<file path="src/design/rbn_pkg.sv">
`timescale 1ns / 1ps

package rbn_pkg;

    localparam int COORD_W  = 18;
    localparam int DIFF_W   = COORD_W + 1;      // side length or corner sum
    localparam int SIDE_W   = 36;               // resized side, 1/16 pixel
    localparam int DIV_W    = 34;               // divider dividend / quotient
    localparam int DREM_W   = 17;               // divider partial remainder
    localparam int RAD_W    = 2 * DIFF_W;       // radicand w*w + h*h
    localparam int ROOT_W   = DIFF_W;           // integer root
    localparam int SREM_W   = ROOT_W + 3;       // root partial remainder
    localparam int ITER_N   = DIV_W;            // one quotient bit per stage
    localparam int CORNER_W = SIDE_W + 1;

    localparam logic [3:0] MODE_WIDTH_LEN  = 4'd0;
    localparam logic [3:0] MODE_RATIO_A    = 4'd1;
    localparam logic [3:0] MODE_RATIO_B    = 4'd2;
    localparam logic [3:0] MODE_RATIO_C    = 4'd3;
    localparam logic [3:0] MODE_HEIGHT_LEN = 4'd4;
    localparam logic [3:0] MODE_LSIDE_LEN  = 4'd5;
    localparam logic [3:0] MODE_LSIDE_SQ   = 4'd6;
    localparam logic [3:0] MODE_DIAG_SQ    = 4'd7;
    localparam logic [3:0] MODE_WIDTH_SQ   = 4'd8;
    localparam logic [3:0] MODE_HEIGHT_SQ  = 4'd9;
    localparam logic [3:0] MODE_NONE       = 4'd10;

    localparam logic [2:0] CFG_NORM_MODE   = 3'd0;
    localparam logic [2:0] CFG_FILTER_MODE = 3'd1;
    localparam logic [2:0] CFG_SCALE       = 3'd2;
    localparam logic [2:0] CFG_AR          = 3'd3;
    localparam logic [2:0] CFG_FRAME_W     = 3'd4;
    localparam logic [2:0] CFG_FRAME_H     = 3'd5;

    localparam logic signed [CORNER_W-1:0] COORD_MAX = CORNER_W'(131071);
    localparam logic signed [CORNER_W-1:0] COORD_MIN = -CORNER_W'(131072);

    typedef struct packed {
        logic [3:0]  norm_mode;
        logic        filter_mode;
        logic [15:0] scale_q8;
        logic [15:0] ar_q8;
        logic [13:0] frame_w;
        logic [13:0] frame_h;
    } cfg_t;

    typedef struct packed {
        logic signed [COORD_W-1:0] left;
        logic signed [COORD_W-1:0] top;
        logic signed [COORD_W-1:0] right;
        logic signed [COORD_W-1:0] bottom;
    } box_t;

    typedef struct packed {
        box_t                     box;
        logic                     passthru;
        logic                     bad;
        logic signed [DIFF_W-1:0] cx;
        logic signed [DIFF_W-1:0] cy;
        logic signed [SIDE_W-1:0] wn;
        logic signed [SIDE_W-1:0] hn;
        logic                     use_div;
        logic                     use_root;
        logic                     div_neg;
        logic [DIV_W-1:0]         div_num;
        logic [DREM_W-1:0]        div_rem;
        logic [RAD_W-1:0]         sq_rad;
        logic [SREM_W-1:0]        sq_rem;
        logic [ROOT_W-1:0]        sq_root;
    } work_t;

endpackage

</file>
<file path="src/design/rbn_back.sv">
`timescale 1ns / 1ps

module rbn_back (
    input  logic                               clk,
    input  logic                               rst_n,
    input  logic                               adv,
    input  rbn_pkg::cfg_t                      cfg,
    input  logic                               work_valid,
    input  rbn_pkg::work_t                     work,
    output logic                               out_valid,
    output logic signed [rbn_pkg::COORD_W-1:0] out_left,
    output logic signed [rbn_pkg::COORD_W-1:0] out_top,
    output logic signed [rbn_pkg::COORD_W-1:0] out_right,
    output logic signed [rbn_pkg::COORD_W-1:0] out_bottom,
    output logic                               rejected
);

    localparam int SW = rbn_pkg::SIDE_W;
    localparam int CW = rbn_pkg::CORNER_W;
    localparam int DW_Q = rbn_pkg::DIV_W + 1;

    // stage D: final sides
    logic                  d_valid_reg;
    rbn_pkg::box_t         d_box_reg;
    logic                  d_pass_reg, d_bad_reg;
    logic signed [rbn_pkg::DIFF_W-1:0] d_cx_reg, d_cy_reg;
    logic signed [SW-1:0]  d_wn_reg, d_hn_reg;
    logic signed [SW-1:0]  wn_next, hn_next, quot;
    logic [DW_Q-1:0]       qmag;
    logic [34:0]           root_prod;

    // stage E: corners and filter
    logic                  e_valid_reg;
    rbn_pkg::box_t         e_box_reg;
    logic                  e_pass_reg, e_rej_reg;
    logic signed [CW-1:0]  e_l_reg, e_t_reg, e_r_reg, e_b_reg;
    logic signed [CW-1:0]  nl, nt, nr, nb, maxx, maxy;
    logic                  rej_next;

    // output register
    logic                  o_valid_reg, o_rej_reg;
    logic signed [rbn_pkg::COORD_W-1:0] o_l_reg, o_t_reg, o_r_reg, o_b_reg;
    logic signed [rbn_pkg::COORD_W-1:0] o_l_next, o_t_next, o_r_next, o_b_next;
    logic                  o_rej_next;
    logic signed [CW-1:0]  cl, ct, cr, cb;

    function automatic logic signed [rbn_pkg::COORD_W-1:0] sat18(
        input logic signed [rbn_pkg::CORNER_W-1:0] v);
        logic signed [rbn_pkg::CORNER_W-1:0] r;
        begin
            if (v > rbn_pkg::COORD_MAX)
                r = rbn_pkg::COORD_MAX;
            else if (v < rbn_pkg::COORD_MIN)
                r = rbn_pkg::COORD_MIN;
            else
                r = v;
            return r[rbn_pkg::COORD_W-1:0];
        end
    endfunction

    always_comb
    begin
        // floor division: round the magnitude up when the dividend is negative
        qmag = {1'b0, work.div_num}
             + DW_Q'(work.div_neg && (work.div_rem != '0));
        quot = work.div_neg ? -SW'(qmag) : SW'(qmag);
        root_prod = work.sq_root * cfg.scale_q8;
        wn_next = work.wn;
        hn_next = work.hn;
        priority if (work.use_root)
        begin
            wn_next = SW'(root_prod[34:8]);
            hn_next = SW'(root_prod[34:8]);
        end
        else if (work.use_div)
        begin
            hn_next = quot;
        end
    end

    always_comb
    begin
        nl   = (CW'(d_cx_reg) - CW'(d_wn_reg)) >>> 1;
        nr   = (CW'(d_cx_reg) + CW'(d_wn_reg)) >>> 1;
        nt   = (CW'(d_cy_reg) - CW'(d_hn_reg)) >>> 1;
        nb   = (CW'(d_cy_reg) + CW'(d_hn_reg)) >>> 1;
        maxx = CW'({cfg.frame_w, 4'd0});
        maxy = CW'({cfg.frame_h, 4'd0});
        rej_next = d_bad_reg
                || (cfg.filter_mode && (nl[CW-1] || nt[CW-1] || (nr > maxx) || (nb > maxy)));
    end

    always_comb
    begin
        maxx_clip:
        begin
            cl = e_l_reg[CW-1] ? '0 : e_l_reg;
            ct = e_t_reg[CW-1] ? '0 : e_t_reg;
            cr = (e_r_reg > maxx) ? maxx : e_r_reg;
            cb = (e_b_reg > maxy) ? maxy : e_b_reg;
        end
        if (e_pass_reg || e_rej_reg)
        begin
            o_l_next   = e_box_reg.left;
            o_t_next   = e_box_reg.top;
            o_r_next   = e_box_reg.right;
            o_b_next   = e_box_reg.bottom;
            o_rej_next = e_rej_reg && !e_pass_reg;
        end
        else
        begin
            o_l_next   = sat18(cl);
            o_t_next   = sat18(ct);
            o_r_next   = sat18(cr);
            o_b_next   = sat18(cb);
            o_rej_next = 1'b0;
        end
    end

    always_ff @(posedge clk or negedge rst_n)
    begin
        if (!rst_n)
        begin
            d_valid_reg <= 1'b0;
            e_valid_reg <= 1'b0;
            o_valid_reg <= 1'b0;
        end
        else if (adv)
        begin
            d_valid_reg <= work_valid;
            e_valid_reg <= d_valid_reg;
            o_valid_reg <= e_valid_reg;
        end
    end

    always_ff @(posedge clk)
    begin
        if (adv)
        begin
            d_box_reg  <= work.box;
            d_pass_reg <= work.passthru;
            d_bad_reg  <= work.bad;
            d_cx_reg   <= work.cx;
            d_cy_reg   <= work.cy;
            d_wn_reg   <= wn_next;
            d_hn_reg   <= hn_next;
            e_box_reg  <= d_box_reg;
            e_pass_reg <= d_pass_reg;
            e_rej_reg  <= rej_next;
            e_l_reg    <= nl;
            e_t_reg    <= nt;
            e_r_reg    <= nr;
            e_b_reg    <= nb;
            o_l_reg    <= o_l_next;
            o_t_reg    <= o_t_next;
            o_r_reg    <= o_r_next;
            o_b_reg    <= o_b_next;
            o_rej_reg  <= o_rej_next;
        end
    end

    assign out_valid  = o_valid_reg;
    assign out_left   = o_l_reg;
    assign out_top    = o_t_reg;
    assign out_right  = o_r_reg;
    assign out_bottom = o_b_reg;
    assign rejected   = o_rej_reg;

endmodule

</file>
<file path="config.mk">
export PLATFORM = sky130hd
export DESIGN_NAME = rbn_back
export DESIGN_NICKNAME = d
export VERILOG_FILES = /design/src/design/rbn_pkg.sv /design/src/design/rbn_back.sv
export SDC_FILE = /design/constraint.sdc
export NUM_CORES = 2
export LEC_CHECK = 0
export BUFFER_PORTS_ARGS = -buffer_cell sky130_fd_sc_hd__clkbuf_2
export CORE_MARGIN = 2
export CORE_UTILIZATION = 55
export DETAILED_ROUTE_END_ITERATION = 8
export PLACE_DENSITY = 0.76
export SETUP_SLACK_MARGIN = 0.3
export SYNTH_ARGS = -nofsm -noshare
export SYNTH_HDL_FRONTEND = slang
export SYNTH_SLANG_ARGS = --single-unit
export TNS_END_PERCENT = 10
</file>
<file path="constraint.sdc">
create_clock -name clk -period 7.8 [get_ports clk]
set_input_delay 1.17 -clock clk [delete_from_list [all_inputs] [get_ports clk]]
set_output_delay 1.17 -clock clk [all_outputs]
set_load 0.01 [all_outputs]
</file>
==> qor.csv <==
stage,metric,value,unit
synthesis,syn_nets,4624,
synthesis,ys_warn_count,0,
synthesis,syn_inst,3696,
global_route,grt_max_degree,168,
sta,hold_slack,364.4,ps
setup_path,endpoint,d_wn_reg[23],
detailed_routing,firstDrtPassIters,6,
sta,worst_pin_slew,1049,ps
setup_path,r2r_setup_slack,1550,ps
sta,timing.final.crit_share,93.78,%
clock_network,htree_levels,2,
setup_path,crit_path_end_kind,register,
pwr,ir_worst_vdd,0.6117,mV
sta,period_needed,7315,ps
synthesis,synth-seq-cells,478,
detailed_routing,drt-total-wl,96.91,mm
global_route,grt.total_usage,27.12,%
setup_path,crit_path_start,cfg[49],
detailed_routing,post_drt_via_cell_ratio,5.693,
setup_path,crit_type,in -> reg,
clock_network,hold_buffers,0,
sta,setup_slack,485.4,ps
final_layout,nets,4998,
setup_path,crit_required,8140,ps
floorplan,die_x,266.2,um
clock_network,clockRootBuffer,clkbuf_16,
pwr,p_per_area,429.2,nW/um^2
synthesis,postSynth.asyncResetShare,0.6276,%
detailed_routing,route.detailed.drc,0,
synthesis,synth.area.top_cells,"edfxtp_1, fa_1, ha_1, inv_1, xnor2_1",
floorplan,pin_count,460,
pwr,p_total,18.28,mW
global_route,grt_antenna_before_repair,5,
sta,slew_violations,0,
floorplan,fp-row-count,96,
sta,relSlewSlack,30.06,%
detailed_routing,drtIter0Drc,2452,
place,place.gp.congestion,0.9328,
floorplan,die-area,70850,um^2
detailed_routing,vias,28410,
sta,hold_violations,0,
floorplan,start_util,55.32,%
worst_hold_path,holdCritPathClass,in -> async,
final_layout,drive_gt1_share,14.54,%
place,io_buffers,379,
sta,rsz0062_at_grt,no,
clock_network,insertion_delay,590,ps
run,maxCapViolations,0,
global_route,grt_pass1_wl,150.8,mm
sta,setup_violations,0,
synthesis,synth-edff-count,475,
synthesis,synthDistinctLibCells,85,
global_route,grt_pass1_vias,28010,
detailed_routing,antenna_left,0,
setup_path,arrival,7660,ps
final_layout,final_area,42580,um^2
detailed_routing,wl_per_cell,19.42,um
floorplan,fp.dieH,266.2,um
place,dpl.hpwl,78.12,mm
clock_network,path_clk_slew,60,ps
place,preCtsSetupSlack,-91.06,ps
sta,fmax,136.7,MHz
synthesis,syn_area,37810,um^2
global_route,gr-total-overflow,0,
clock_network,cts_sinks,478,
synthesis,avgSynthCellArea,10.23,um^2
clock_network,cts_buffer_depth,3,
synthesis,yosys.area.top_type,edfxtp_1,
synthesis,yosysSeqAreaShare,37.93,%
outcome,status,"finished, final reports clean",
clock_network,cts_buffers,46,
sta,skew,14.85,ps
floorplan,core_area,68350,um^2
setup_path,start_kind,input pin,
setup_path,r2r-end,e_rej_reg,
final_layout,area_growth,12.64,%
synthesis,yosys_most_used_dff,edfxtp_1,
synthesis,yosysTopAreaCellShare,37.73,%
setup_path,critPathMaxFanout,14,
setup_path,r2r-start,d_cy_reg[4],
pwr,total_leakage_power,18.79,nW
clock_network,cts_tree,built,
setup_path,ff2ff_path_depth,21,
final_layout,final_common_cell,edfxtp_1,
place,placed_area,41040,um^2
final_layout,layout_common_cells,"edfxtp_1, inv_1, clkbuf_2, nand2_1, ha_1",
[synth_stat cells, types with 55 or more instances]
cell type  number
edfxtp_1      475
and2_1        156
o31ai_1        63
nor2b_1        55
ha_1          303
nand2_1       323
nor3_1         60
a21oi_1       196
fa_1          239
nor2_1        217
inv_1         471
xnor2_1       171
clkbuf_1      137
o21ai_0       131
[per-layer routing]
metal	global-route usage, %	share of wire [%]
met1	37.36	43
met2	44.94	47
met3	3.872	7.0
met4	7.516	2.8
met5	0	0.023
[stage by stage]
stage	utilization (%)	TNS, ps	cells
after floorplan	-	0	3696
final	62.31	0	4990
after global routing	62.31	0	4990
after CTS	62.28	0	4987
after global placement	60.05	-14.15	4903
after detailed placement	60.05	-384.3	4903
[logic make-up after synthesis]
family	after synthesis	synth area share [%]
and+or+nand+nor	1068	14.11
AOI/OAI and AO/OA	713	12.60
buffers and inverters	631	6.361
adders and majority gates	542	22.68
DFF	478	37.93
xor gates and xnor gates	209	4.842
muxes	55	1.476
[critical path: stages]
cell and delay (ps):
clkbuf_2 100, buf_4 190, and2_1 170, fa_1 520, inv_1 60, fa_1 520, fa_1 450, fa_1 550
inv_1 50, fa_1 470, inv_1 50, fa_1 520, inv_1 40, ha_1 210, a211oi_1 250, o21ai_0 150
a221o_1 380, a221o_1 300, a31o_2 250, o21a_1 220, o21ai_2 150, a21oi_1 120, a221oi_2 260, xnor2_1 190
mux2_2 310
[worst min path at each step]
stage | startpoint | to | slack, ps | depth (start not counted)
2_1_floorplan | d_box_reg[0] | e_box_reg[0] | 400 | 0
3_3_place_gp | d_box_reg[69] | e_box_reg[69] | 400 | 0
3_5_place_dp | d_box_reg[13] | e_box_reg[13] | 400 | 0
4_1_cts | rst_n | e_valid_reg | 340 | 1
5_1_grt | rst_n | d_valid_reg | 360 | 1
6_report | rst_n | out_valid | 360 | 1
[area by class of cell]
type,count,area [um^2]
Fill cell,5664,25760
Multi-Input combinational cell,2587,21080
Sequential cell,478,14340
Timing Repair Buffer,483,2750
Inverter,474,1779
Clock buffer,55,1195
Tap cell,882,1104
Clock inverter,29,329.1
Antenna cell,2,5.005
[power by group]
part,switching (mW),leakage [nW],internal [mW]
sequential,0.352,4.68,3.93
clock,0.979,0.738,1.30
combinational,6.99,13.4,4.73
[what timing repair did]
action                                  CTS  global route
gates resized for setup                   0             1
setup buffers                             0             1
endpoints found under the setup margin    0             4
Power figures use the tool's default switching activity.
